==> src/vtf_pkg.sv <==
// ----------------------------------------------------------------------------
// vtf_pkg
// Shared types, codes and constants of the video-transmitter frame link.
// ----------------------------------------------------------------------------
`default_nettype none

package vtf_pkg;

  // Input item kinds (s_axis_tuser)
  localparam logic [1:0] CMD_SEND = 2'd0;
  localparam logic [1:0] CMD_RX   = 2'd1;
  localparam logic [1:0] CMD_TICK = 2'd2;

  // Result status codes (m_axis_tuser)
  localparam logic [2:0] ST_TX       = 3'd0;
  localparam logic [2:0] ST_TX_QUERY = 3'd1;
  localparam logic [2:0] ST_TX_DONE  = 3'd2;
  localparam logic [2:0] ST_REPLY_OK = 3'd3;
  localparam logic [2:0] ST_REPLY_BAD = 3'd4;
  localparam logic [2:0] ST_TIMEOUT  = 3'd5;

  // Frame constants
  localparam logic [7:0] FRAME_SYNC  = 8'h0F;
  localparam logic [7:0] CHR_LIMITS  = 8'h72;  // 'r'
  localparam logic [7:0] CHR_STATUS  = 8'h76;  // 'v'
  localparam logic [7:0] CHR_TEMP    = 8'h73;  // 's'
  localparam logic [3:0] IDX_SUM_LAST = 4'd13; // last byte covered by the sum
  localparam logic [3:0] IDX_SUM     = 4'd14;
  localparam logic [3:0] IDX_LAST    = 4'd15;

  localparam int unsigned TIMEOUT_W     = 10;
  localparam logic [TIMEOUT_W-1:0] TIMEOUT_RESET = 10'd500;

  // Job queue between front and back end
  localparam int unsigned JOB_FIFO_DEPTH = 4;

  typedef enum logic [1:0] {
    JOB_SEND,
    JOB_OK,
    JOB_BAD,
    JOB_TIMEOUT
  } job_kind_e;

  typedef struct packed {
    job_kind_e   kind;
    logic [7:0]  code;   // command to send, or reply command
    logic [15:0] value;  // send argument
    logic        query;  // send of r, v or s
    logic [15:0] w2;     // reply words at byte 2, 4, 6, 8
    logic [15:0] w4;
    logic [15:0] w6;
    logic [15:0] w8;
  } job_t;

  localparam int unsigned JOB_W = $bits(job_t);

  function automatic logic is_query(input logic [7:0] code);
    is_query = (code == CHR_LIMITS) || (code == CHR_STATUS) || (code == CHR_TEMP);
  endfunction

endpackage

`default_nettype wire

==> src/vtf_fifo.sv <==
// ----------------------------------------------------------------------------
// vtf_fifo
// Small register FIFO carrying jobs from the front end to the back end.
// ----------------------------------------------------------------------------
`default_nettype none

module vtf_fifo #(
  parameter int unsigned Width = 8,
  parameter int unsigned Depth = 4
) (
  input  logic             clk_i,
  input  logic             rst_ni,
  input  logic             push_i,
  input  logic [Width-1:0] wdata_i,
  output logic             full_o,
  input  logic             pop_i,
  output logic [Width-1:0] rdata_o,
  output logic             empty_o
);

  localparam int unsigned PtrW = (Depth > 1) ? $clog2(Depth) : 1;
  localparam int unsigned CntW = $clog2(Depth + 1);
  localparam logic [PtrW-1:0] PtrLast = PtrW'(Depth - 1);
  localparam logic [CntW-1:0] CntFull = CntW'(Depth);

  logic [Width-1:0] mem_q [Depth];
  logic [PtrW-1:0]  wptr_q, wptr_d, rptr_q, rptr_d;
  logic [CntW-1:0]  cnt_q, cnt_d;

  assign full_o  = (cnt_q == CntFull);
  assign empty_o = (cnt_q == '0);
  assign rdata_o = mem_q[rptr_q];

  // pointer and count update
  always_comb begin
    wptr_d = wptr_q;
    rptr_d = rptr_q;
    cnt_d  = cnt_q;
    if (push_i) begin
      wptr_d = (wptr_q == PtrLast) ? '0 : wptr_q + 1'b1;
    end
    if (pop_i) begin
      rptr_d = (rptr_q == PtrLast) ? '0 : rptr_q + 1'b1;
    end
    if (push_i && !pop_i) begin
      cnt_d = cnt_q + 1'b1;
    end else if (!push_i && pop_i) begin
      cnt_d = cnt_q - 1'b1;
    end
  end

  always_ff @(posedge clk_i or negedge rst_ni) begin
    if (!rst_ni) begin
      wptr_q <= '0;
      rptr_q <= '0;
      cnt_q  <= '0;
    end else begin
      wptr_q <= wptr_d;
      rptr_q <= rptr_d;
      cnt_q  <= cnt_d;
    end
  end

  // storage
  always_ff @(posedge clk_i) begin
    if (push_i) begin
      mem_q[wptr_q] <= wdata_i;
    end
  end

endmodule

`default_nettype wire

==> src/vtf_front.sv <==
// ----------------------------------------------------------------------------
// vtf_front
// Accepts input items, tracks the link phase, collects and checks replies,
// runs the silence timer and queues one job per result-producing item.
// ----------------------------------------------------------------------------
`default_nettype none

module vtf_front (
  input  logic                              clk_i,
  input  logic                              rst_ni,
  input  logic                              cfg_we_i,
  input  logic [vtf_pkg::TIMEOUT_W-1:0]     cfg_wdata_i,
  input  logic                              in_valid_i,
  output logic                              in_ready_o,
  input  logic [1:0]                        cmd_i,
  input  logic [7:0]                        command_code_i,
  input  logic [15:0]                       request_value_i,
  input  logic [7:0]                        rx_byte_i,
  output logic                              job_push_o,
  output vtf_pkg::job_t                     job_o,
  input  logic                              job_full_i
);

  import vtf_pkg::*;

  localparam logic [1:0] PH_IDLE    = 2'd0;
  localparam logic [1:0] PH_HUNT    = 2'd1;
  localparam logic [1:0] PH_COLLECT = 2'd2;
  localparam logic [TIMEOUT_W-1:0] ELAPSED_MAX = '1;

  logic [TIMEOUT_W-1:0] timeout_q;
  logic [1:0]           phase_q, phase_d;
  logic [3:0]           idx_q, idx_d;
  logic [TIMEOUT_W-1:0] elapsed_q, elapsed_d, elapsed_inc;
  logic [7:0]           sum_q, sum_d;
  logic [7:0]           rx_store_q [1:14];
  logic                 store_we;
  logic                 accept;
  logic                 reply_ok;

  assign in_ready_o = !job_full_i;
  assign accept     = in_valid_i && in_ready_o;

  assign elapsed_inc = (elapsed_q == ELAPSED_MAX) ? elapsed_q : elapsed_q + 1'b1;
  assign reply_ok    = (rx_store_q[IDX_SUM] == sum_q) && (rx_byte_i == '0);

  // timeout register
  always_ff @(posedge clk_i or negedge rst_ni) begin
    if (!rst_ni) begin
      timeout_q <= TIMEOUT_RESET;
    end else if (cfg_we_i) begin
      timeout_q <= cfg_wdata_i;
    end
  end

  // link phase, reply collection and timer
  always_comb begin
    phase_d    = phase_q;
    idx_d      = idx_q;
    elapsed_d  = elapsed_q;
    sum_d      = sum_q;
    store_we   = 1'b0;
    job_push_o = 1'b0;
    job_o      = '{kind: JOB_SEND, code: command_code_i, value: request_value_i,
                   query: is_query(command_code_i),
                   w2: {rx_store_q[3], rx_store_q[2]}, w4: {rx_store_q[5], rx_store_q[4]},
                   w6: {rx_store_q[7], rx_store_q[6]}, w8: {rx_store_q[9], rx_store_q[8]}};
    if (accept) begin
      unique case (cmd_i)
        CMD_SEND: begin
          job_push_o = 1'b1;
          phase_d    = is_query(command_code_i) ? PH_HUNT : PH_IDLE;
          idx_d      = '0;
          elapsed_d  = '0;
        end
        CMD_RX: begin
          if (phase_q == PH_HUNT) begin
            elapsed_d = '0;
            if (rx_byte_i == FRAME_SYNC) begin
              phase_d = PH_COLLECT;
              idx_d   = 4'd1;
              sum_d   = '0;
            end
          end else if (phase_q == PH_COLLECT) begin
            elapsed_d = '0;
            if (idx_q == IDX_LAST) begin
              phase_d    = PH_IDLE;
              idx_d      = '0;
              job_push_o = 1'b1;
              job_o.kind = reply_ok ? JOB_OK : JOB_BAD;
              job_o.code = rx_store_q[1];
            end else begin
              store_we = 1'b1;
              idx_d    = idx_q + 1'b1;
              if (idx_q <= IDX_SUM_LAST) begin
                sum_d = sum_q + rx_byte_i;
              end
            end
          end
        end
        CMD_TICK: begin
          if (phase_q != PH_IDLE) begin
            if (elapsed_inc > timeout_q) begin
              phase_d    = PH_IDLE;
              idx_d      = '0;
              elapsed_d  = '0;
              job_push_o = 1'b1;
              job_o.kind = JOB_TIMEOUT;
            end else begin
              elapsed_d = elapsed_inc;
            end
          end
        end
        default: ;
      endcase
    end
  end

  always_ff @(posedge clk_i or negedge rst_ni) begin
    if (!rst_ni) begin
      phase_q   <= PH_IDLE;
      idx_q     <= '0;
      elapsed_q <= '0;
      sum_q     <= '0;
    end else begin
      phase_q   <= phase_d;
      idx_q     <= idx_d;
      elapsed_q <= elapsed_d;
      sum_q     <= sum_d;
    end
  end

  // reply byte store, bytes 1 to 14; byte 15 is checked on arrival
  always_ff @(posedge clk_i) begin
    if (store_we) begin
      rx_store_q[idx_q] <= rx_byte_i;
    end
  end

endmodule

`default_nettype wire

==> src/vtf_back.sv <==
// ----------------------------------------------------------------------------
// vtf_back
// Turns queued jobs into result transactions: expands a send into its
// 16 frame bytes, reports reply and timeout outcomes, holds decoded settings.
// ----------------------------------------------------------------------------
`default_nettype none

module vtf_back (
  input  logic          clk_i,
  input  logic          rst_ni,
  input  vtf_pkg::job_t job_i,
  input  logic          job_empty_i,
  output logic          job_pop_o,
  output logic          out_valid_o,
  input  logic          out_ready_i,
  output logic [2:0]    status_o,
  output logic [7:0]    tx_byte_o,
  output logic          last_o,
  output logic [7:0]    reply_code_o,
  output logic [15:0]   min_frequency_o,
  output logic [15:0]   max_frequency_o,
  output logic [15:0]   max_power_o,
  output logic [15:0]   tuned_frequency_o,
  output logic [15:0]   set_power_o,
  output logic [15:0]   mode_bytes_o,
  output logic [15:0]   actual_power_o,
  output logic [15:0]   temperature_o
);

  import vtf_pkg::*;

  // send sequencer
  logic        active_q, active_d;
  logic [3:0]  beat_q, beat_d;
  logic [7:0]  code_q;
  logic [15:0] value_q;
  logic        query_q;
  logic [7:0]  csum_q;
  logic        load_send;

  // output register
  logic        out_valid_q, out_valid_d;
  logic [2:0]  status_q, status_d;
  logic [7:0]  tx_q, tx_d;
  logic        last_q, last_d;
  logic [7:0]  rcode_q, rcode_d;
  logic        advance;
  logic        hold_en;

  // held settings
  logic [15:0] min_freq_q, max_freq_q, max_pwr_q;
  logic [15:0] tuned_q, set_pwr_q, mode_q, actual_q, temp_q;

  assign advance = !out_valid_q || out_ready_i;

  function automatic logic [7:0] frame_byte(input logic [3:0] beat, input logic [7:0] code,
                                            input logic [15:0] value, input logic [7:0] csum);
    unique case (beat)
      4'd1:    frame_byte = code;
      4'd2:    frame_byte = value[7:0];
      4'd3:    frame_byte = value[15:8];
      IDX_SUM: frame_byte = csum;
      default: frame_byte = '0;
    endcase
  endfunction

  // next transaction selection
  always_comb begin
    active_d    = active_q;
    beat_d      = beat_q;
    out_valid_d = out_valid_q;
    status_d    = status_q;
    tx_d        = tx_q;
    last_d      = last_q;
    rcode_d     = rcode_q;
    job_pop_o   = 1'b0;
    load_send   = 1'b0;
    hold_en     = 1'b0;
    if (advance) begin
      out_valid_d = 1'b0;
      if (active_q) begin
        out_valid_d = 1'b1;
        tx_d        = frame_byte(beat_q, code_q, value_q, csum_q);
        rcode_d     = '0;
        beat_d      = beat_q + 1'b1;
        if (beat_q == IDX_LAST) begin
          active_d = 1'b0;
          last_d   = 1'b1;
          status_d = query_q ? ST_TX_QUERY : ST_TX_DONE;
        end else begin
          last_d   = 1'b0;
          status_d = ST_TX;
        end
      end else if (!job_empty_i) begin
        job_pop_o   = 1'b1;
        out_valid_d = 1'b1;
        tx_d        = '0;
        rcode_d     = '0;
        last_d      = 1'b1;
        unique case (job_i.kind)
          JOB_SEND: begin
            load_send = 1'b1;
            active_d  = 1'b1;
            beat_d    = 4'd1;
            tx_d      = FRAME_SYNC;
            last_d    = 1'b0;
            status_d  = ST_TX;
          end
          JOB_OK: begin
            hold_en  = 1'b1;
            rcode_d  = job_i.code;
            status_d = ST_REPLY_OK;
          end
          JOB_BAD:     status_d = ST_REPLY_BAD;
          JOB_TIMEOUT: status_d = ST_TIMEOUT;
          default:     status_d = ST_TIMEOUT;
        endcase
      end
    end
  end

  always_ff @(posedge clk_i or negedge rst_ni) begin
    if (!rst_ni) begin
      active_q    <= 1'b0;
      beat_q      <= '0;
      out_valid_q <= 1'b0;
    end else begin
      active_q    <= active_d;
      beat_q      <= beat_d;
      out_valid_q <= out_valid_d;
    end
  end

  // payload registers
  always_ff @(posedge clk_i) begin
    status_q <= status_d;
    tx_q     <= tx_d;
    last_q   <= last_d;
    rcode_q  <= rcode_d;
    if (load_send) begin
      code_q  <= job_i.code;
      value_q <= job_i.value;
      query_q <= job_i.query;
      csum_q  <= job_i.code + job_i.value[7:0] + job_i.value[15:8];
    end
  end

  // decoded settings, updated by a good reply
  always_ff @(posedge clk_i or negedge rst_ni) begin
    if (!rst_ni) begin
      min_freq_q <= '0;
      max_freq_q <= '0;
      max_pwr_q  <= '0;
      tuned_q    <= '0;
      set_pwr_q  <= '0;
      mode_q     <= '0;
      actual_q   <= '0;
      temp_q     <= '0;
    end else if (hold_en) begin
      if (job_i.code == CHR_LIMITS) begin
        min_freq_q <= job_i.w2;
        max_freq_q <= job_i.w4;
        max_pwr_q  <= job_i.w6;
      end else if (job_i.code == CHR_STATUS) begin
        tuned_q   <= job_i.w2;
        set_pwr_q <= job_i.w4;
        mode_q    <= job_i.w6;
        actual_q  <= job_i.w8;
      end else if (job_i.code == CHR_TEMP) begin
        temp_q <= job_i.w6;
      end
    end
  end

  assign out_valid_o       = out_valid_q;
  assign status_o          = status_q;
  assign tx_byte_o         = tx_q;
  assign last_o            = last_q;
  assign reply_code_o      = rcode_q;
  assign min_frequency_o   = min_freq_q;
  assign max_frequency_o   = max_freq_q;
  assign max_power_o       = max_pwr_q;
  assign tuned_frequency_o = tuned_q;
  assign set_power_o       = set_pwr_q;
  assign mode_bytes_o      = mode_q;
  assign actual_power_o    = actual_q;
  assign temperature_o     = temp_q;

endmodule

`default_nettype wire

==> src/vtx_tramp_frame_link.sv <==
// ----------------------------------------------------------------------------
// vtx_tramp_frame_link
// Host side of a 16-byte video-transmitter control link.
// ----------------------------------------------------------------------------
// The input side takes one item (send request, received byte or millisecond
// tick) per clock as long as the job queue between front and back end has a
// free slot. Results leave through a registered output stage, one transaction
// per cycle while the sink is ready: a send request yields 16 consecutive
// transactions, a completed reply or a timeout yields one, everything else none.
// An accepted item passes through the job queue into the output register; the
// back end's one-beat-per-cycle sequencer sets the output rate, and the queue
// depth (FifoDepth) sets how far input can run ahead of a stalled output. Held
// settings on the output reflect every good reply so far, including the current one.
// ----------------------------------------------------------------------------
`default_nettype none

module vtx_tramp_frame_link #(
  parameter int unsigned FifoDepth = vtf_pkg::JOB_FIFO_DEPTH
) (
  input  logic                          clk_i,
  input  logic                          rst_ni,
  // configuration: reply_timeout_ms
  input  logic                          cfg_we_i,
  input  logic [vtf_pkg::TIMEOUT_W-1:0] cfg_wdata_i,
  // input stream
  input  logic                          s_axis_tvalid,
  output logic                          s_axis_tready,
  input  logic [31:0]                   s_axis_tdata,  // command_code, request_value, rx_byte
  input  logic [1:0]                    s_axis_tuser,  // cmd
  // result stream
  output logic                          m_axis_tvalid,
  input  logic                          m_axis_tready,
  // tx_byte, reply_code, min_frequency, max_frequency, max_power,
  // tuned_frequency, set_power, mode_bytes, actual_power, temperature
  output logic [143:0]                  m_axis_tdata,
  output logic [2:0]                    m_axis_tuser,  // status
  output logic                          m_axis_tlast
);

  import vtf_pkg::*;

  job_t        job_in, job_out;
  logic [JOB_W-1:0] job_rdata;
  logic        job_push, job_pop, job_full, job_empty;
  logic [7:0]  tx_byte, reply_code;
  logic [15:0] min_freq, max_freq, max_pwr, tuned, set_pwr, mode, actual, temp;

  vtf_front u_front (
    .clk_i          (clk_i),
    .rst_ni         (rst_ni),
    .cfg_we_i       (cfg_we_i),
    .cfg_wdata_i    (cfg_wdata_i),
    .in_valid_i     (s_axis_tvalid),
    .in_ready_o     (s_axis_tready),
    .cmd_i          (s_axis_tuser),
    .command_code_i (s_axis_tdata[7:0]),
    .request_value_i(s_axis_tdata[23:8]),
    .rx_byte_i      (s_axis_tdata[31:24]),
    .job_push_o     (job_push),
    .job_o          (job_in),
    .job_full_i     (job_full)
  );

  vtf_fifo #(
    .Width(JOB_W),
    .Depth(FifoDepth)
  ) u_fifo (
    .clk_i  (clk_i),
    .rst_ni (rst_ni),
    .push_i (job_push),
    .wdata_i(job_in),
    .full_o (job_full),
    .pop_i  (job_pop),
    .rdata_o(job_rdata),
    .empty_o(job_empty)
  );

  assign job_out = job_t'(job_rdata);

  vtf_back u_back (
    .clk_i            (clk_i),
    .rst_ni           (rst_ni),
    .job_i            (job_out),
    .job_empty_i      (job_empty),
    .job_pop_o        (job_pop),
    .out_valid_o      (m_axis_tvalid),
    .out_ready_i      (m_axis_tready),
    .status_o         (m_axis_tuser),
    .tx_byte_o        (tx_byte),
    .last_o           (m_axis_tlast),
    .reply_code_o     (reply_code),
    .min_frequency_o  (min_freq),
    .max_frequency_o  (max_freq),
    .max_power_o      (max_pwr),
    .tuned_frequency_o(tuned),
    .set_power_o      (set_pwr),
    .mode_bytes_o     (mode),
    .actual_power_o   (actual),
    .temperature_o    (temp)
  );

  assign m_axis_tdata = {temp, actual, mode, set_pwr, tuned, max_pwr, max_freq, min_freq,
                         reply_code, tx_byte};

endmodule

`default_nettype wire

==> config.mk <==
export PLATFORM = sky130hd
export DESIGN_NAME = vtx_tramp_frame_link
export DESIGN_NICKNAME = d
export VERILOG_FILES = /design/src/vtf_pkg.sv /design/src/vtf_fifo.sv /design/src/vtf_front.sv /design/src/vtf_back.sv /design/src/vtx_tramp_frame_link.sv
export SDC_FILE = /design/constraint.sdc
export NUM_CORES = 1
export LEC_CHECK = 0
export BUFFER_PORTS_ARGS = -buffer_cell sky130_fd_sc_hd__buf_2
export CAP_MARGIN = 20
export CORE_ASPECT_RATIO = 1.2
export CORE_MARGIN = 2
export CORE_UTILIZATION = 30
export DETAILED_ROUTE_END_ITERATION = 12
export GPL_TIMING_DRIVEN = 0
export PLACE_DENSITY = 0.52
export RECOVER_POWER = 100
export SYNTH_ARGS = -nofsm -noshare
export SYNTH_HDL_FRONTEND = slang
export SYNTH_SLANG_ARGS = --single-unit
export TNS_END_PERCENT = 50
==> constraint.sdc <==
create_clock -name clk_i -period 9.6 [get_ports clk_i]
set_input_delay 0.48 -clock clk_i [delete_from_list [all_inputs] [get_ports clk_i]]
set_output_delay 0.48 -clock clk_i [all_outputs]
set_load 0.005 [all_outputs]
Word-level counts from Yosys, hierarchy flattened --
Memories as Yosys holds them, arrays and structs flattened. Index checks and enable logic that the tools add are counted. W data, S select, Z words.
Word-level totals: logic and storage cells 193, memory bits (read-only) 0, RAM bits 476, memories kept 2, latch bits 0, register bits after elaboration 228
Cells by class: shift-type cells 0, bitwise gates (word level) 2, equality and inequality tests 33, muxes and demuxes 87, $lt $le $gt $ge 2, reduce and logical (&&, ||, !) cells 30, multiply operators 0, div/mod/pow operators 0, add/subtract/negate cells 10
Memory list:
- u_fifo.mem_q | depth 4, bits a word 91, rd ports 1, clocked after memory_dff 0, wr ports 1, line vtf_fifo.sv:26 | logic [Width-1:0] mem_q [Depth];
- u_front.rx_store_q | depth 14, bits a word 8, rd ports 10, clocked after memory_dff 0, wr ports 1, line vtf_front.sv:36 | logic [7:0] rx_store_q [1:14];
Operators by type and width (number):
- $mux W10 | 9
- $mux W8 | 10
- $eq A8 B7 Y1 const B | 6
- $mux W4 | 10
- $mux W1 | 34
- $pmux W8 S4 | 1
- $pmux W10 S3 | 1
- $add A8 B8 Y8 | 3
- $mux W2 | 12
- $mux W3 | 5
- $eq A2 B2 Y1 const B | 6
- $eq A4 B4 Y1 const B | 3
- $pmux W3 S4 | 1
- $pmux W4 S3 | 1
- $reduce_and A6 Y1 | 2
- $add A10 B1 Y10 const B | 1
- $eq A10 B10 Y1 const B | 1
- $gt A10 B10 Y1 | 1
- $reduce_bool A2 Y1 | 5
- $add A4 B1 Y4 const B | 2
- $eq A4 B2 Y1 const B | 2
- $eq A8 B4 Y1 const B | 1
- $eq A8 B8 Y1 | 1
- $logic_not A8 Y1 | 1
- other kinds (25) | 45

Depth between registers and ports, before layout --
word-level depth 11, gate-level depth with buffers 19, mapped depth without buffers 19

By module --
From an unflattened synthesis, not the netlist that was laid out.
Unflattened totals: cell total of the unflattened synthesis 1402, area total of the unflattened synthesis 26441.6 um2
By module, submodules not included:
- vtf_fifo | seq. area each 11105.7 um2, area each 13545.5 um2, cells an instance 512, instances 1
- vtf_back | seq. area each 4944.7 um2, area each 7556.0 um2, cells an instance 475, instances 1
- vtf_front | seq. area each 3260.6 um2, area each 5340.1 um2, cells an instance 415, instances 1

Worst setup path after synthesis --
Ideal clock, no wire load.
path kind flip-flop to flip-flop, start register u_front.elapsed_q[0], end memory u_fifo.mem_q[0][0] in the netlist's numbering (enable), required time 9.140 ns, setup slack 4.217 ns, stages on the path, launching flop included 14, clock period less this slack 5.383 ns, data arrival time 4.923 ns, cell sequence dfrtp_1 > ha_1 > and3_1 > and2_1 > nand2_1 > nand4_1 > xnor2_1 > ha_1 > nand4_1 > a211oi_1 > a2111oi_0 > nor3_1 > o31a_1 > and2_1
On the way: longest elaborated chain between the ends 9, elaborated cells on any way between the ends 10, classes of those cells add/sub (1); order compare (1); eq/ne (1); mux (7)
RTL lines:
- start: declaration | line vtf_front.sv:34 | logic [TIMEOUT_W-1:0] elapsed_q, elapsed_d, elapsed_inc;
- start signal: assignment | line vtf_front.sv:128 | elapsed_q <= elapsed_d;
- $add A10 B1 Y10 / $eq A10 B10 Y1 (equally long branches) | line vtf_front.sv:44 | assign elapsed_inc = (elapsed_q == ELAPSED_MAX) ? elapsed_q : elapsed_q + 1'b1;
- $mux W10 * | line vtf_front.sv:44
- $gt A10 B10 Y1 * | line vtf_front.sv:103 | if (elapsed_inc > timeout_q) begin
- $mux W1 * | line vtf_front.sv:103
- $mux W1 * | line vtf_front.sv:102 | if (phase_q != PH_IDLE) begin
- $pmux W1 S3 * | line vtf_front.sv:69 | unique case (cmd_i)
- $mux W1 * | line vtf_front.sv:68 | if (accept) begin
- net job_push | line vtx_tramp_frame_link.sv:44 | logic job_push, job_pop, job_full, job_empty;
- $mux W1 * | line vtf_fifo.sv:66 | if (push_i) begin
- $mux W1 (implied by the code) * | line vtf_fifo.sv:67 | mem_q[wptr_q] <= wdata_i;
- end: declaration | line vtf_fifo.sv:26
The timed path passes the listed nets; every way through them passes the cells marked *.

==> results.py <==
metrics = {
    "outcome": {
        "violations": "max-capacitance violations, max-slew violations",
        "outcome": "finished with violations",
    },
    "setup_path": {
        "critPathTopFamily": "buffers and inverters",
        "crit_slowest_cell": "clkbuf_1",
        "cp_num_buf_inv": 2,
        "rr_startpoint": "u_fifo.rptr_q[1]",
        "start_kind": "primary input",
        "crit_path_end_kind": "asynchronous set/reset pin",
        "arrival_ns": 5.10,
        "worstSetupPathType": "in -> async",
        "slowest_delay_ns": 4.03,
        "critPathMaxFanout": 104,
        "path_cells": "dlygate4sd3_1 > clkbuf_1",
        "critPathLaunch": "rst_ni",
        "critPathRequiredTime_ns": 8.91,
    },
    "cts": {
        "clk_path_buf_depth": 3,
        "cts_buffers": 73,
        "clock_latency_ns": 0.64,
        "cts_tree": "yes",
        "postCtsSetupBuffers": 0,
        "clk_pin_slew_worst_paths_ns": 0.06,
        "ctsHtreeMaxLevel": 3,
        "postCtsHoldBufs": 1,
        "cts_sinks": 672,
        "root_buffer": "clkbuf_16",
        "cts_resized": 0,
    },
    "logic_synthesis": {
        "yosys-top-cells-area": "edfxtp_1, dfrtp_1, mux4_2",
        "synth_seq_cells": 672,
        "yosysTopAreaCell": "edfxtp_1",
        "synth_cell_types": 55,
        "synth_top_area_share_pct": 57.34,
        "yosys_most_used_dff": "edfxtp_1",
        "syn-mean-instance-area_um2": 18.89,
        "seq_area_frac_synth_pct": 74.20,
        "syn_area_mm2": 0.02603,
        "yosys_warnings": 0,
        "synth_edf_count": 497,
        "syn_inst": 1378,
        "yosys-top-cells-count": "edfxtp_1, dfrtp_1, mux2_2",
        "async_flop_share_pct": 26.04,
        "syn_nets": 1478,
        "yosysMostFrequentCell": "edfxtp_1",
    },
    "power_and_ir_drop": {
        "leakagePower_nw": 11.42,
        "p_switching_mw": 2.227,
        "internal_power_mw": 5.802,
        "power_switching_share_pct": 27.74,
        "peakVddDrop_mv": 0.1441,
        "p_clk_share_pct": 35.7,
        "power_density_mw_per_mm2": 260.0,
        "pwr-share-seq_pct": 42.6,
        "p_comb_share_pct": 21.7,
    },
    "floorplan": {
        "die-area_mm2": 0.08913,
        "num_rows": 118,
        "design.core.area_mm2": 0.08608,
        "die-width_um": 272.9,
        "floorplan.initialDensity_pct": 30.24,
        "io_pins": 199,
        "die_h_um": 326.7,
    },
    "timing": {
        "setup_tns_ns": 0,
        "period_minus_slack_ns": 5.795,
        "tightest_slew_ns": 5.808,
        "max_freq_ghz": 0.1726,
        "finalHoldViolations": 0,
        "slew_headroom_pct": -287.2,
        "drv_slew": 105,
        "period_share_pct": 60.37,
        "fin_skew_ns": 0.03140,
        "final-setup-viol-count": 0,
        "rsz0062_at_grt": "false",
    },
    "placement": {
        "place_congestion": 0.7572,
        "numPortBuffers": 197,
        "dp_hpwl_um": 39810,
        "post_dp_cell_area_mm2": 0.02865,
    },
    "detailed_routing": {
        "wl_um": 60320,
        "drc": 0,
        "wl_per_cell_um": 21.09,
        "wl_met3_um": 3063,
        "dr.first_iter.drc_count": 921,
        "top_layer": "met5",
        "viasPerCell": 4.614,
        "routed-wl-met2_um": 31150,
        "wl_met1_um": 24960,
        "vias": 13200,
        "ant_nets": 0,
        "firstDrtPassIters": 5,
    },
    "layout": {
        "final_nets": 1759,
        "final_cell_area_mm2": 0.03089,
        "syn2layout_area_growth_pct": 18.68,
        "drive_gt1_share_pct": 26.24,
        "fin_util_pct": 35.88,
    },
    "global_routing": {
        "grt.overflow.total": 0,
        "grt_pass1_vias": 13920,
        "grt_pass1_wl_um": 90230,
        "grt_use_total_pct": 13.69,
        "antenna_found_initial": 5,
        "grt_max_degree": 105,
    },
    "worst_hold_path": {
        "hp-class": "in -> reg",
        "min_from": "cfg_wdata_i[7]",
    },
    "flow_run": {
        "maxCapViolations": 1,
    },
}
## state kept, by name (all words and copies together), names as in the netlist, 4 cells and up
| signal | count |
|---|---|
| u_front.sum_q | 8 |
| u_back.set_power_o | 16 |
| u_back.mode_bytes_o | 16 |
| u_back.temperature_o | 16 |
| u_back.reply_code_o | 8 |
| u_back.tuned_frequency_o | 16 |
| u_front.elapsed_q | 10 |
| u_back.csum_q | 8 |
| u_back.max_frequency_o | 16 |
| u_back.value_q | 16 |
| u_back.min_frequency_o | 16 |
| u_back.beat_q | 4 |
| u_back.tx_byte_o | 8 |
| u_back.max_power_o | 16 |
| u_front.rx_store_q | 80 |
| u_back.actual_power_o | 16 |
| u_front.idx_q | 4 |
| u_fifo.mem_q | 364 |
| u_front.timeout_q | 10 |
| u_back.code_q | 8 |
## path summary, 6_finish.rpt
kind	endpoint	depth (start not counted)	slack (ns)
min	u_front.timeout_q[7]	3	0.07
min reg2reg	u_fifo.mem_q[0][1]	0	0.47
max	u_back.max_frequency_o[3]	2	3.80
max reg2reg	u_back.csum_q[7]	15	4.14
max in group clk_i	u_back.csum_q[7]	15	4.14
min in group asynchronous	u_back.mode_bytes_o[2]	2	2.56
## area by class of cell
class | count | area, um2
Fill cell | 8072 | 55190
Buffer | 50 | 196.4
Tap cell | 1140 | 1426
Clock inverter | 35 | 380.4
Sequential cell | 672 | 19310
Antenna cell | 1 | 2.502
Clock buffer | 100 | 2111
Timing Repair Buffer | 206 | 1007
Inverter | 46 | 172.7
Multi-Input combinational cell | 610 | 6280
## logic make-up (layout without fill, tap and decap cells)
logic type,Yosys count,after routing,share of synthesized area (%)
flops,672,672,74.20
mux,237,237,14.18
simple gates,185,185,3.615
compound gates,107,107,2.572
buf+inv,96,437,1.683
fa+ha+maj,51,51,2.740
xor+xnor,30,30,1.010
other cells,0,1,0
## power groups by stage
| stage | Clock (mW) | Combinational (mW) | Sequential, mW |
|---|---|---|---|
| after floorplan | 0 | 1.23 | 3.47 |
| after global placement | 0 | 1.76 | 3.49 |
| after detailed placement | 0 | 1.81 | 3.48 |
| after CTS | 2.96 | 1.82 | 3.42 |
| after global routing | 3.07 | 1.94 | 3.44 |
| final | 2.87 | 1.74 | 3.42 |
## layout by cell type, fill, tap and decap left out, types with 6 or more instances in the layout
cell type    n
a222oi_1     8
a21oi_1     30
dfstp_2      6
nand2b_1     6
nor3_1      14
mux4_2      91
xnor2_1     22
inv_1       46
ha_1        41
mux2_1       8
o21ai_0     34
clkbuf_8    14
mux2_2     136
buf_2       90
and2_0      10
nor2b_1      6
nand2_1     39
clkinv_1     8
buf_1        6
clkinv_2    11
edfxtp_1   497
xor2_1       8
clkbuf_1   163
bufinv_16    6
clkbuf_16   75
and3_1      13
nand4_1      9
nand3_1     15
fa_1        10
dfrtp_1    169
nor2_1      46
## metrics by stage
step | setup slack (ns) | total power, mW | cells | hold WS [ns]
final | 3.805 | 8.030 | 2860 | 0.06838
after global routing | 2.597 | 8.447 | 2859 | 0.06602
after CTS | 4.233 | 8.197 | 2859 | 0.02071
after detailed placement | 4.226 | 5.291 | 2723 | 0.4833
after global placement | 1.352 | 5.254 | 2715 | 0.4639
after floorplan | 4.217 | 4.697 | 1378 | 0.1844
## per-layer routing
layer	vias up	track usage [%]
met2	298	23.91
met4	6	4.348
li1	5941	-
met1	6876	17.08
met3	75	2.573
met5	-	0
Note: power is estimated with default switching activity, not from simulation.
